**config.mk**
```make
export PLATFORM = sky130hd
export DESIGN_NAME = notation_symbol_counter_top
export DESIGN_NICKNAME = d
export VERILOG_FILES = /design/src/sv/nsc_pkg.sv /design/src/sv/notation_symbol_counter_top.sv
export SDC_FILE = /design/constraint.sdc
export NUM_CORES = 1
export LEC_CHECK = 0
export BUFFER_PORTS_ARGS = -buffer_cell sky130_fd_sc_hd__buf_4
export CAP_MARGIN = 20
export CORE_ASPECT_RATIO = 0.75
export CORE_UTILIZATION = 40
export DETAILED_ROUTE_END_ITERATION = 8
export PLACE_DENSITY = 0.58
export SLEW_MARGIN = 20
export SYNTH_ARGS = -nofsm -noshare
export SYNTH_HDL_FRONTEND = slang
export SYNTH_SLANG_ARGS = --single-unit
```
**constraint.sdc**
```tcl
create_clock -name i_clk -period 20.7 [get_ports i_clk]
set_input_delay 2.07 -clock i_clk [delete_from_list [all_inputs] [get_ports i_clk]]
set_output_delay 2.07 -clock i_clk [all_outputs]
set_load 0.01 [all_outputs]
```
**src/sv/nsc_pkg.sv**
```systemverilog
// Shared constants and the letter lookup for the notation symbol counter.
package nsc_pkg;

    localparam int NumCounters       = 23;
    localparam int CountWidthDefault = 16;
    localparam int IdxWidth          = 5;
    localparam int ValueWidth        = 16;

    // Counter positions after the 19 letter symbols.
    localparam logic [IdxWidth-1:0] IDX_CHAINS = 5'd19;
    localparam logic [IdxWidth-1:0] IDX_UNSAT  = 5'd20;
    localparam logic [IdxWidth-1:0] IDX_OTHER  = 5'd21;
    localparam logic [IdxWidth-1:0] IDX_SCAFF  = 5'd22;
    localparam logic [IdxWidth-1:0] CODE_NONE  = 5'd30;
    localparam logic [IdxWidth-1:0] CODE_RING  = 5'd31;

    localparam logic [7:0] CHAR_SPACE = 8'h20;
    localparam logic [7:0] CHAR_AMP   = 8'h26;
    localparam logic [7:0] CHAR_DASH  = 8'h2D;
    localparam logic [7:0] CHAR_SLASH = 8'h2F;
    localparam logic [7:0] CHAR_ZERO  = 8'h30;
    localparam logic [7:0] CHAR_ONE   = 8'h31;
    localparam logic [7:0] CHAR_NINE  = 8'h39;
    localparam logic [7:0] CHAR_A     = 8'h41;
    localparam logic [7:0] CHAR_J     = 8'h4A;
    localparam logic [7:0] CHAR_L     = 8'h4C;
    localparam logic [7:0] CHAR_T     = 8'h54;
    localparam logic [7:0] CHAR_Z     = 8'h5A;

    // Maps an upper-case letter other than J to its counter index, CODE_RING or CODE_NONE.
    function automatic logic [IdxWidth-1:0] letter_code(input logic [7:0] c);
        logic [IdxWidth-1:0] code;
        case (c)
            8'h42:   code = 5'd0;   // B
            8'h50:   code = 5'd1;   // P
            8'h53:   code = 5'd2;   // S
            8'h4B:   code = 5'd3;   // K
            8'h4D:   code = 5'd4;   // M
            8'h4E:   code = 5'd5;   // N
            8'h5A:   code = 5'd6;   // Z
            8'h59:   code = 5'd7;   // Y
            8'h58:   code = 5'd8;   // X
            8'h4F:   code = 5'd9;   // O
            8'h51:   code = 5'd10;  // Q
            8'h45:   code = 5'd11;  // E
            8'h46:   code = 5'd12;  // F
            8'h47:   code = 5'd13;  // G
            8'h48:   code = 5'd14;  // H
            8'h49:   code = 5'd15;  // I
            8'h56:   code = 5'd16;  // V
            8'h57:   code = 5'd17;  // W
            8'h52:   code = 5'd18;  // R
            8'h55:   code = IDX_UNSAT;
            CHAR_L:  code = CODE_RING;
            CHAR_T:  code = CODE_RING;
            default: code = CODE_NONE;
        endcase
        return code;
    endfunction

endpackage

```
**src/sv/notation_symbol_counter_top.sv**
```systemverilog
// Notation symbol counter: per-character parse flags, 23 saturating counters, serial dump.
// A character item updates the state in the cycle after it is accepted; an
// end-of-string item passes through the input register and snapshot bank to the output.
// Throughput: one item in per cycle; 23 results per end item, one per cycle unless stalled.
// A second end item waits in the input register until the snapshot bank has handed its
// previous run into the output register. Reset (synchronous, active low) clears flags,
// counters and handshake state; the snapshot bank needs no reset.
module notation_symbol_counter_top
    import nsc_pkg::*;
#(
    parameter int COUNT_WIDTH = CountWidthDefault
) (
    input  logic        i_clk,
    input  logic        i_rst_n,
    input  logic        s_axis_tvalid,
    output logic        s_axis_tready,
    input  logic [7:0]  s_axis_tdata,   // [7:0] symbol_char
    input  logic        s_axis_tlast,   // end_of_string
    output logic        m_axis_tvalid,
    input  logic        m_axis_tready,
    output logic [23:0] m_axis_tdata,   // [4:0] counter_index, [20:5] count_value, rest zero
    output logic        m_axis_tlast,   // last
    output logic        m_axis_tuser    // bad_character
);

    localparam int WideW = (COUNT_WIDTH > ValueWidth) ? COUNT_WIDTH : ValueWidth;

    // Input register
    logic       r_in_valid;
    logic [7:0] r_in_char;
    logic       r_in_end;
    logic       in_go;

    // Parse state
    logic r_chain_open, r_locant_pending, r_closure_pending, r_dash_open, r_error_seen;
    logic n_chain_open, n_locant_pending, n_closure_pending, n_dash_open, n_error_seen;
    logic [COUNT_WIDTH-1:0] r_count [NumCounters];
    logic [COUNT_WIDTH-1:0] n_count [NumCounters];
    logic [NumCounters-1:0] bump;
    logic [IdxWidth-1:0]    code;
    logic                   do_close;
    logic [7:0]             c;

    // Snapshot bank and drain
    logic [ValueWidth-1:0] r_shadow [NumCounters];
    logic                  r_shadow_err;
    logic                  r_busy;
    logic [IdxWidth-1:0]   r_drain_idx;
    logic                  load;

    // Output register
    logic                  r_out_valid;
    logic [IdxWidth-1:0]   r_out_index;
    logic [ValueWidth-1:0] r_out_value;
    logic                  r_out_last;
    logic                  r_out_err;

    function automatic logic [ValueWidth-1:0] sat_value(input logic [COUNT_WIDTH-1:0] v);
        logic [WideW-1:0] w;
        w = WideW'(v);
        return (w > WideW'({ValueWidth{1'b1}})) ? {ValueWidth{1'b1}} : w[ValueWidth-1:0];
    endfunction

    // An end item can only take the snapshot bank once the previous run has left it.
    assign in_go         = r_in_valid && !(r_in_end && r_busy);
    assign s_axis_tready = !r_in_valid || in_go;

    always_ff @(posedge i_clk) begin
        if (!i_rst_n) begin
            r_in_valid <= 1'b0;
        end else if (s_axis_tvalid && s_axis_tready) begin
            r_in_valid <= 1'b1;
        end else if (in_go) begin
            r_in_valid <= 1'b0;
        end
        if (s_axis_tvalid && s_axis_tready) begin
            r_in_char <= s_axis_tdata;
            r_in_end  <= s_axis_tlast;
        end
    end

    always_comb begin
        c                 = r_in_char;
        code              = letter_code(r_in_char);
        do_close          = 1'b0;
        bump              = '0;
        n_chain_open      = r_chain_open;
        n_locant_pending  = r_locant_pending;
        n_closure_pending = r_closure_pending;
        n_dash_open       = r_dash_open;
        n_error_seen      = r_error_seen;
        if (r_in_end) begin
            do_close          = 1'b1;
            n_chain_open      = 1'b0;
            n_locant_pending  = 1'b0;
            n_closure_pending = 1'b0;
            n_dash_open       = 1'b0;
            n_error_seen      = 1'b0;
        end else if (!r_error_seen) begin
            if (c >= CHAR_ONE && c <= CHAR_NINE) begin
                if (!r_closure_pending && !r_dash_open) begin
                    n_chain_open = 1'b1;
                end
            end else if (c == CHAR_ZERO) begin
                if (!r_closure_pending && !r_dash_open) begin
                    n_locant_pending = 1'b0;
                end
            end else if (c == CHAR_J) begin
                do_close = 1'b1;
                if (r_dash_open) begin
                    n_dash_open = r_dash_open;
                end else if (r_locant_pending) begin
                    n_locant_pending = 1'b0;
                end else if (r_closure_pending) begin
                    n_closure_pending = 1'b0;
                    bump[IDX_SCAFF]   = 1'b1;
                end
            end else if (c >= CHAR_A && c <= CHAR_Z) begin
                do_close = 1'b1;
                if (r_closure_pending || r_dash_open) begin
                    n_dash_open = r_dash_open;
                end else if (r_locant_pending) begin
                    n_locant_pending = 1'b0;
                end else if (code == CODE_RING) begin
                    n_closure_pending = 1'b1;
                end else if (code != CODE_NONE) begin
                    bump[code] = 1'b1;
                end
            end else if (c == CHAR_SPACE) begin
                do_close = 1'b1;
                if (r_dash_open) begin
                    n_dash_open      = 1'b0;
                    n_locant_pending = 1'b1;
                end else if (!r_closure_pending) begin
                    n_locant_pending = 1'b1;
                end
            end else if (c == CHAR_AMP || c == CHAR_SLASH) begin
                do_close = 1'b1;
            end else if (c == CHAR_DASH) begin
                do_close = 1'b1;
                if (!r_closure_pending) begin
                    if (r_dash_open) begin
                        n_dash_open     = 1'b0;
                        bump[IDX_OTHER] = 1'b1;
                    end else begin
                        n_dash_open = 1'b1;
                    end
                end
            end else begin
                n_error_seen = 1'b1;
            end
        end
        // Closing a chain is shared by every symbol that ends a run of digits.
        if (do_close && r_chain_open) begin
            if (!r_in_end) begin
                n_chain_open = 1'b0;
            end
            bump[IDX_CHAINS] = 1'b1;
        end
        for (int k = 0; k < NumCounters; k++) begin
            n_count[k] = (bump[k] && (r_count[k] != {COUNT_WIDTH{1'b1}}))
                       ? r_count[k] + COUNT_WIDTH'(1) : r_count[k];
        end
    end

    always_ff @(posedge i_clk) begin
        if (!i_rst_n) begin
            r_chain_open      <= 1'b0;
            r_locant_pending  <= 1'b0;
            r_closure_pending <= 1'b0;
            r_dash_open       <= 1'b0;
            r_error_seen      <= 1'b0;
            for (int k = 0; k < NumCounters; k++) begin
                r_count[k] <= '0;
            end
        end else if (in_go) begin
            r_chain_open      <= n_chain_open;
            r_locant_pending  <= n_locant_pending;
            r_closure_pending <= n_closure_pending;
            r_dash_open       <= n_dash_open;
            r_error_seen      <= n_error_seen;
            for (int k = 0; k < NumCounters; k++) begin
                r_count[k] <= r_in_end ? '0 : n_count[k];
            end
        end
    end

    // Snapshot bank: loaded by an end item, drained one counter per cycle while output can take it.
    assign load = r_busy && (!r_out_valid || m_axis_tready);

    always_ff @(posedge i_clk) begin
        if (!i_rst_n) begin
            r_busy      <= 1'b0;
            r_drain_idx <= '0;
        end else if (in_go && r_in_end) begin
            r_busy      <= 1'b1;
            r_drain_idx <= '0;
        end else if (load) begin
            r_drain_idx <= r_drain_idx + IdxWidth'(1);
            if (r_drain_idx == IDX_SCAFF) begin
                r_busy <= 1'b0;
            end
        end
        if (in_go && r_in_end) begin
            r_shadow_err <= r_error_seen;
            for (int k = 0; k < NumCounters; k++) begin
                r_shadow[k] <= sat_value(n_count[k]);
            end
        end
    end

    always_ff @(posedge i_clk) begin
        if (!i_rst_n) begin
            r_out_valid <= 1'b0;
        end else if (load) begin
            r_out_valid <= 1'b1;
        end else if (m_axis_tready) begin
            r_out_valid <= 1'b0;
        end
        if (load) begin
            r_out_index <= r_drain_idx;
            r_out_value <= r_shadow[r_drain_idx];
            r_out_last  <= (r_drain_idx == IDX_SCAFF);
            r_out_err   <= r_shadow_err;
        end
    end

    assign m_axis_tvalid = r_out_valid;
    assign m_axis_tdata  = {3'b000, r_out_value, r_out_index};
    assign m_axis_tlast  = r_out_last;
    assign m_axis_tuser  = r_out_err;

    // Only the scaffold counter closes a run.
    a_last_on_scaff: assert property (@(posedge i_clk) disable iff (!i_rst_n)
        m_axis_tvalid && m_axis_tlast |-> m_axis_tdata[4:0] == IDX_SCAFF)
        else $error("last flag on a counter other than the scaffold count");

    // Counters of one run leave without gaps and in order.
    a_no_bubble: assert property (@(posedge i_clk) disable iff (!i_rst_n)
        m_axis_tvalid && m_axis_tready && !m_axis_tlast |=> m_axis_tvalid)
        else $error("gap inside a counter dump");

    a_index_step: assert property (@(posedge i_clk) disable iff (!i_rst_n)
        m_axis_tvalid && m_axis_tready && !m_axis_tlast
        |=> m_axis_tdata[4:0] == $past(m_axis_tdata[4:0]) + 5'd1)
        else $error("counter index did not advance by one");

    // The drain pointer never runs past the last counter.
    a_drain_range: assert property (@(posedge i_clk) disable iff (!i_rst_n)
        r_busy |-> r_drain_idx <= IDX_SCAFF)
        else $error("drain index out of range");

endmodule
```
# --- After elaboration in Yosys (flattened, before gate mapping) ---
# Memories as Yosys holds them, arrays and structs flattened. A register that Yosys moved wholly into a read port is not among the register bits.
# Index checks and enable logic that the tools add are counted.
word_totals:
  regBits: 30
  mem_bits_rw: 736
  inputBits: 13
  out_inout_bits: 28
  elab_cells: 407
  memories: 2
classes:
  add_sub_neg: 24
  n_lt_le_gt_ge: 29
  n_eq_ne: 69
  n_mux: 188
  bitwise_logic: 24
  n_reduce_logical: 56
memory_table:
  columns: ["memory", "depth", "word_bits", "rd", "rd_clocked_by_memory_dff", "wr", "line_no", "source"]
  rows:
  - ["r_count", 23, 16, 23, 0, 23, "notation_symbol_counter_top.sv:37", "logic [COUNT_WIDTH-1:0] r_count [NumCounters];"]
  - ["r_shadow", 23, 16, 1, 1, 23, "notation_symbol_counter_top.sv:45", "logic [ValueWidth-1:0] r_shadow [NumCounters];"]
ops:
  columns: ["operator", "n"]
  rows:
  - ["$mux W16", 92]
  - ["$add A16 B1 Y16 const B", 23]
  - ["$gt A16 B16 Y1 const B", 23]
  - ["$ne A16 B16 Y1 const B", 23]
  - ["$eq A8 B7 Y1 const B", 23]
  - ["$mux W23", 8]
  - ["$pmux W5 S21", 1]
  - ["$mux W1", 84]
  - ["$eq A8 B6 Y1 const B", 5]
  - ["$logic_and A1 B1 Y1", 33]
  - ["$or A1 B1 Y1", 23]
  - ["$mux W22", 1]
  - ["$mux W21", 1]
  - ["$ne A3 B3 Y1 const B", 5]
  - ["$eq A5 B5 Y1 const B", 2]
  - ["$ne A2 B2 Y1 const B", 5]
  - ["$ne A5 B5 Y1 const B", 2]
  - ["$reduce_and A10 Y1", 1]
  - ["$reduce_and A9 Y1", 1]
  - ["$reduce_bool A3 Y1", 3]
  - ["$ge A8 B6 Y1 const B", 1]
  - ["$ge A8 B7 Y1 const B", 1]
  - ["$le A8 B6 Y1 const B", 1]
  - ["$le A8 B7 Y1 const B", 1]
  - ["other kinds (15)", 27]

# --- Logic depth before layout (Yosys ltp) ---
# Gate-level depths: netlist of the first run.
depth:
  depth_word: 22
  ltp_mapped: 11
  depth_no_buf: 7

# --- Worst setup path after synthesis of the first run ---
# No wires, ideal clock.
synth_timing:
  path_kind: "reg2reg"
  startpoint: "register r_in_end"
  endpoint: "register r_busy"
  setup_ps: 98
  t_arrival_ps: 10171
  slack_ps: 10430
  path_stages_with_launch: 5
  cell_sequence: "edfxtp_1 > clkbuf_1 > a21boi_0 > and2_1 > o21a_1"
synth_via:
  elab_chain_cells: 6
synth_rtl:
  columns: ["item", "line_no", "source"]
  rows:
  - ["start: declaration", "notation_symbol_counter_top.sv:31", "logic r_in_end;"]
  - ["start signal: assignment", "notation_symbol_counter_top.sv:78", "r_in_end <= s_axis_tlast;"]
  - ["$logic_and A1 B1 Y1", "notation_symbol_counter_top.sv:65", "assign in_go = r_in_valid && !(r_in_end && r_busy);"]
  - ["$logic_not A1 Y1", "notation_symbol_counter_top.sv:65", null]
  - ["$logic_and A1 B1 Y1", "notation_symbol_counter_top.sv:65", null]
  - ["$logic_and A1 B1 Y1 *", "notation_symbol_counter_top.sv:195", "end else if (in_go && r_in_end) begin"]
  - ["$reduce_bool A2 Y1 (no line)", null, null]
  - ["$reduce_and A2 Y1 (no line)", null, null]
  - ["end signal: assignment", "notation_symbol_counter_top.sv:193", "r_busy <= 1'b0;"]
  - ["end signal: assignment", "notation_symbol_counter_top.sv:196", "r_busy <= 1'b1;"]
  - ["end signal: assignment", "notation_symbol_counter_top.sv:201", "r_busy <= 1'b0;"]
  - ["end: declaration", "notation_symbol_counter_top.sv:47", "logic r_busy;"]
# Mark *: on every way between the ends. The rest lies on a longest branch, timed or not.
# A chain may end at the register's enable or synchronous reset.

==> summary.md, run 1 <==
| Metric | Value |
|---|---|
| Net switching power | 0.8634 mW |
| Initial Util | 0.4069 |
| Period minus WS final | 4159 ps |
| Top cells by area, synth | edfxtp_1 58%, mux4_2 5.4%, and2_1 4.9% |
| Pwr dens | 80.66 nW/µm² |
| Max Slew Vio Count | 0 |
| Post-Syn Area | 39870 µm² |
| Gr ovfl total | 0 |
| DRC | 0 |
| P_int | 2.684 mW |
| Fin Setup TNS | 0 ps |
| DP Area | 41490 µm² |
| Mapped Cells | 3122 |
| Met1 usage | 0.3351 |
| Slowest stage delay, CP | 1030 ps |
| Critical Path AT | 4580 ps |
| # nets final | 3166 |
| Total core area | 97980 µm² |
| H-tree lvl count | 3 |
| Post-CTS resize count | 0 |
| TritonCTS buffer count | 80 |
| Post-synth ARST share | 0 |
| Final WS setup | 16540 ps |
| Most frequent cells in the layout | 769 x edfxtp_1, 310 x and2_1, 219 x nand2_1 |
| Synth top area share | 0.5792 |
| Sinks on Clock Net | 782 |
| Peak supply drop | 0.00005359 V |
| Yosys Warn Count | 0 |
| Finished layout cell area | 43980 µm² |
| Class of the worst hold path | reg -> reg |
| Prevailing post-synth register cell | edfxtp_1 |
| Core Rows | 99 |
| CP top delay family | flip-flops |
| Clock transition at path regs | 70 ps |
| # port buffers | 37 |
| Pin count of the biggest net entering global routing | 181 |
| Dominant cell type by area after synthesis | edfxtp_1 |
| Max Cap Violations | 0 |
| Actual slew at the worst max-slew pin | 1234 ps |
| Clock buffer depth | 3 |
| WP buf/inv | 2 |
| Post-synth EDFFs | 769 |
| Tcrit/Tclk final | 0.2009 |
| Vias per std cell | 5.865 |
| Cell count along the critical path | 8 |
| Critical-path maximum fanout | 33 |
| Die area | 100900 µm² |
| Clock power frac | 0.396 |
| Clock Skew | 32.53 ps |
| Final HPWL DP | 72.09 mm |
| Leak Pwr | 14.55 nW |
| Worst r2r src | c[3]$_DFFE_PP_ |
| Most common cell after layout, fill and taps aside | edfxtp_1 |
| Critical-path top delay cell | edfxtp_1 |
| WHS Path Cells | 0 |
| Crit path top cell by count | buf_4 |
| Final setup violation count | 0 |
| Critical path class | reg -> reg |
| GRT Total Usage | 0.2081 |
| DR pass1 iterations | 5 |
| CTS tree | done |
| Sequential power share | 0.533 |
| Layout cells sized above 1 | 0.1185 |
| Switching share of power | 0.2434 |
| CP Cell Sequence | nand4bb_1, o211ai_1, buf_4, nor2_1, buf_4, nand4_1, mux2_2, and2_1 |
| Status | finished, final reports clean |
| Met3 track demand over resource | 0.03757 |
| Io pins | 41 |
| Worst EP required | 21120 ps |
| R2r worst-path depth | 8 |
| Unique masters post-synth | 90 |
| Vias | 26410 |
| Seq/Total Area, Yosys | 0.5858 |
| WL/cell | 23.44 µm |
| Area delta synth->final | 10.31% |
| F_max | 240.5 MHz |
| Worst slew margin | 0.1764 |
| Post-CTS Setup Inserts | 0 |
| Antenna violations before repair | 5 |
| Hold-fix buffers at CTS | 0 |
| Global-route wire length before repair | 158.9 mm |
| Die Span Y | 275.4 µm |
| Avg Cell Area, Syn | 12.77 µm² |
| Vias in the first global route | 24640 |
| Routed Wire Length | 105.6 mm |
| RSZ-0062 raised after global routing | no |
| CP endpoint kind | flip-flop |
| Root buffer cell | clkbuf_16 |
| Critical path startpoint category | flip-flop |
| Initial drt markers | 2975 |
| Pre-CTS setup slack | 16000 ps |
| Post-DRT Antenna Nets | 0 |
| Logic pwr share | 0.071 |
| Worst setup path startpoint | c[3]$_DFFE_PP_ |
| Synth Register Bits | 782 |
| GR peak layer | met1 |
| Met2 Track Usage GR | 0.2832 |
| Final-report hold violation count | 0 |
| GP Congestion | 0.8720 |
| Die Wd | 366.5 µm |
| Worst skew pair latency | 680 ps |
| Min-delay src | r_shadow_err$_DFFE_PP_ |
worst paths after layout:
path,endpoint,slack (ps)
max,r_count[0][33]$_SDFFCE_PP0P_,16540
min,m_axis_tuser$_DFFE_PP_,530
max reg2reg,r_count[0][33]$_SDFFCE_PP0P_,16540
min reg2reg,m_axis_tuser$_DFFE_PP_,530
through the flow:
step                      hold slack (ps)  power, mW  instances  utilization
after floorplan                     400.3      2.084       3124            -
after global placement              517.1      2.165       4358       0.4235
after detailed placement            521.8      2.172       4358       0.4235
after CTS                           540.4      3.575       4501       0.4485
after global routing                535.0      3.667       4502       0.4488
final                               528.6      3.547       4503       0.4488
layer usage:
metal	wire length, µm	vias to the layer above	share of wire
li1	-	11830	-
met1	51730	13410	0.49
met5	14	-	0.00013
met2	43060	1032	0.41
met3	8420	136	0.080
met4	2329	2	0.022
power by group through the flow:
| stage | Sequential, mW | Combinational (mW) | Clock, mW |
|---|---|---|---|
| detailed placement | 1.92 | 0.249 | 0 |
| global placement | 1.92 | 0.246 | 0 |
| global route | 1.90 | 0.269 | 1.50 |
| floorplan | 1.92 | 0.166 | 0 |
| CTS | 1.89 | 0.251 | 1.43 |
| finish | 1.89 | 0.251 | 1.40 |
flip-flops by register name, summed over array words and instances (netlist names):
register and count:
r_error_seen 1, r_closure_pending 1, r_drain_idx 5, m_axis_tuser 1
r_in_valid 1, r_busy 1, r_shadow 368, m_axis_tlast 1
r_out_value 16, c 8, r_out_index 5, r_chain_open 1
r_dash_open 1, r_count 368, r_shadow_err 1, r_locant_pending 1
r_in_end 1, m_axis_tvalid 1
cell families (layout without fill, tap and decap cells):
kind of cell / after synthesis / after routing / share of synthesized area
muxes: 204 / 204 / 0.08235
buffers and inverters: 200 / 265 / 0.02112
adders and majority gates: 25 / 25 / 0.007846
other: 1 / 4 / 0.00009406
AOI/OAI and AO/OA: 191 / 191 / 0.03204
xor gates and xnor gates: 320 / 320 / 0.07030
and+or+nand+nor: 1399 / 1399 / 0.2005
DFF: 782 / 782 / 0.5858
Yosys cell counts (54+ instances only):
cell / number
nand4_1: 153
and2_1: 311
mux2i_1: 76
a21oi_1: 54
xnor2_1: 191
nor2_1: 123
edfxtp_1: 769
xor2_1: 129
nand2_1: 220
clkbuf_1: 99
and3_1: 63
nor3_1: 75
nand3_1: 166
mux4_2: 96
nor4_1: 66
area by class of cell:
type,count,area [µm²]
Fill cell,8707,54000
Sequential cell,782,23360
Multi-Input combinational cell,2142,15710
Clock buffer,102,2126
Tap cell,1313,1643
Timing Repair Buffer,80,649.4
Clock inverter,41,320.3
Inverter,42,165.2
Antenna cell,1,2.502
No activity file was read; power rests on OpenSTA's default activity.
==> run 2, diff against run 1 <==
- PLACE_DENSITY: 0.58 -> 0.6
- clock period: 20.7 -> 3.7 ns (I/O delays scaled with it)
==> run 2 against run 1 <==
Against the previous run:
- worst hold slack got worse by 210 ps
- clock power rose to 5.8 times the previous value
- sequential power rose to 5.6 times the previous value
- core utilization rose by 0.81 points
- critical path type unchanged
- highest routed layer is now met4
==> summary.md, run 2 (same netlist as run 1, synthesis figures left out) <==
| Metric | Value |
|---|---|
| Vias per std cell | 5.693 (was 5.865) |
| Most common cell after layout, fill and taps aside | edfxtp_1 (unchanged) |
| Initial drt markers | 2917 (was 2975) |
| DRC | 0 (unchanged) |
| Flop2flop setup slack | 190 ps (was 16540 ps) |
| Critical-path maximum fanout | 22 (was 33) |
| Critical path startpoint category | flip-flop (unchanged) |
| Sinks on Clock Net | 782 (unchanged) |
| Die Span Y | 275.4 µm (unchanged) |
| Post-CTS resize count | 0 (unchanged) |
| Worst skew pair latency | 680 ps (about the same) |
| Initial Util | 0.4069 (unchanged) |
| Class of the worst hold path | in -> reg (was reg -> reg) |
| Min-delay src | m_axis_tready (was r_shadow_err$_DFFE_PP_) |
| Vias in the first global route | 23560 (was 24640) |
| Hold WS | 320.4 ps (was 528.6 ps) |
| Die area | 100900 µm² (unchanged) |
| Die Wd | 366.5 µm (unchanged) |
| Routed Wire Length | 104.6 mm (was 105.6 mm) |
| Worst r2r src | c[1]$_DFFE_PP_ (was c[3]$_DFFE_PP_) |
| Pin count of the biggest net entering global routing | 77 (was 181) |
| Pre-CTS setup slack | 278.8 ps (was 16000 ps) |
| Layout cells sized above 1 | 0.1326 (was 0.1185) |
| R2r worst-path depth | 8 (unchanged) |
| Total power | 20.21 mW (was 3.547 mW) |
| CTS tree | done (unchanged) |
| Vias | 25940 (was 26410) |
| Total core area | 97980 µm² (unchanged) |
| GP Congestion | 0.8973 (was 0.8720) |
| Pwr dens | 451.4 nW/µm² (was 80.66 nW/µm²) |
| Clock Skew | 25.30 ps (was 32.53 ps) |
| Clock transition at path regs | 70 ps (about the same) |
| RSZ-0062 raised after global routing | no (unchanged) |
| Global-route wire length before repair | 156.0 mm (was 158.9 mm) |
| Worst slew margin | 0.2648 (was 0.1764) |
| GRT Total Usage | 0.2070 (was 0.2081) |
| Antenna violations before repair | 11 (was 5) |
| # nets final | 3223 (was 3166) |
| Placed insts | 4403 (was 4358) |
| F_max | 285.1 MHz (was 240.5 MHz) |
| Peak supply drop | 0.0003045 V (was 0.00005359 V) |
| Gr ovfl total | 0 (unchanged) |
| Leak Pwr | 14.95 nW (was 14.55 nW) |
| Final setup violation count | 0 (unchanged) |
| Final WS setup | 192.3 ps (was 16540 ps) |
| Tcrit/Tclk final | 0.9480 (was 0.2009) |
| Final-report hold violation count | 0 (unchanged) |
| Max Slew Vio Count | 0 (unchanged) |
| Critical path class | reg -> reg (unchanged) |
| Reg2reg end | r_count[0][94]$_SDFFCE_PP0P_ (was r_count[0][33]$_SDFFCE_PP0P_) |
| DR pass1 iterations | 5 (unchanged) |
| Final HPWL DP | 73.75 mm (was 72.09 mm) |
| Period minus WS final | 3508 ps (was 4159 ps) |
| Critical Path AT | 3920 ps (was 4580 ps) |
| Io pins | 41 (unchanged) |
| Actual slew at the worst max-slew pin | 1098 ps (was 1234 ps) |
| Post-DRT Antenna Nets | 0 (unchanged) |
| Hold endpoint | r_busy$_SDFFE_PN0P_ (was m_axis_tuser$_DFFE_PP_) |
| Most frequent cells in the layout | 769 x edfxtp_1, 310 x and2_1, 219 x nand2_1 (unchanged) |
| Largest registers | r_count: 368 flops, r_shadow: 368 flops, r_out_value: 16 flops (unchanged) |
| WHS Path Cells | 5 (was 0) |
| CP endpoint kind | flip-flop (unchanged) |
| Root buffer cell | clkbuf_16 (unchanged) |
| WL/cell | 22.96 µm (was 23.44 µm) |
| Worst EP required | 4120 ps (was 21120 ps) |
| Clock buffer depth | 3 (unchanged) |
| Core Rows | 99 (unchanged) |
| Max Cap Violations | 0 (unchanged) |
| Final cell count without fillers | 4556 (was 4503) |
| Area delta synth->final | 12.31% (was 10.31%) |
| Status | finished, final reports clean (unchanged) |
| Ant. Diodes | 0 (was 1) |
| TritonCTS buffer count | 80 (unchanged) |
| Fin util | 0.4570 (was 0.4488) |
| H-tree lvl count | 3 (unchanged) |
| # port buffers | 37 (unchanged) |
run 2: cell types whose count changed in the layout (fill, tap and decap cells not counted), moves of 2 or more:
| cell | before | now |
|---|---|---|
| dlygate4sd3_1 | 0 | 13 |
| buf_12 | 2 | 20 |
| clkinv_8 | 0 | 3 |
| clkinv_1 | 16 | 13 |
| buf_4 | 76 | 104 |
| inv_16 | 2 | 0 |
| bufinv_16 | 3 | 9 |
| clkbuf_1 | 19 | 15 |
run 2: per-stage QoR:
stage / TNS (ps) / cell area (µm²)
CTS: 0 / 44770
finish: 0 / 44770
floorplan: -1978440 / 39910
global placement: 0 / 42070
global route: 0 / 44770
detailed placement: 0 / 42070
run 2: routing by layer:
metal	vias up	track usage	part of all wire
li1	11940	-	-
met3	106	0.04495	0.094
met2	942	0.2666	0.39
met5	-	0	0
met4	0	0.04404	0.016
met1	12950	0.3439	0.50
run 2: worst max path at each step:
stage,slack (ps),to,start
2_1_floorplan,-3150,r_count[0][0]$_SDFFCE_PP0P_,r_in_end$_DFFE_PP_
3_3_place_gp,320,r_shadow[17][9]$_DFFE_PP_,c[1]$_DFFE_PP_
3_5_place_dp,280,r_count[0][81]$_SDFFCE_PP0P_,c[1]$_DFFE_PP_
4_1_cts,260,r_count[0][94]$_SDFFCE_PP0P_,c[1]$_DFFE_PP_
5_1_grt,10,r_count[1][10]$_SDFFCE_PP0P_,c[1]$_DFFE_PP_
6_report,190,r_count[0][94]$_SDFFCE_PP0P_,c[1]$_DFFE_PP_
run 2: final cells by class:
| type | count | area [µm²] |
|---|---|---|
| Clock buffer | 96 | 2072 |
| Clock inverter | 44 | 490.5 |
| Fill cell | 8748 | 53210 |
| Inverter | 42 | 161.4 |
| Multi-Input combinational cell | 2142 | 15740 |
| Sequential cell | 782 | 23360 |
| Tap cell | 1313 | 1643 |
| Timing Repair Buffer | 137 | 1311 |
run 2: report_power, final:
part           switching [mW]  internal (mW)  leakage (nW)  total [mW]
combinational           0.898          0.567          5.93        1.46
sequential              0.381           10.2          7.78        10.6
clock                    3.53           4.63          1.25        8.17
run 2: what timing repair did:
action / 4_1_cts / 5_1_grt
buffers inserted: 0 / 0
hold endpoints to repair: 14 / 0
hold buffers: 13 / 0
run 2: critical path, stage by stage, from the launching register on:
cell       delay (ps)
edfxtp_1          810
buf_4             280
xor2_1            270
nand4_1           220
a2111oi_2         790
buf_4             330
nand3_1           100
mux2_2            300
and2_1            140
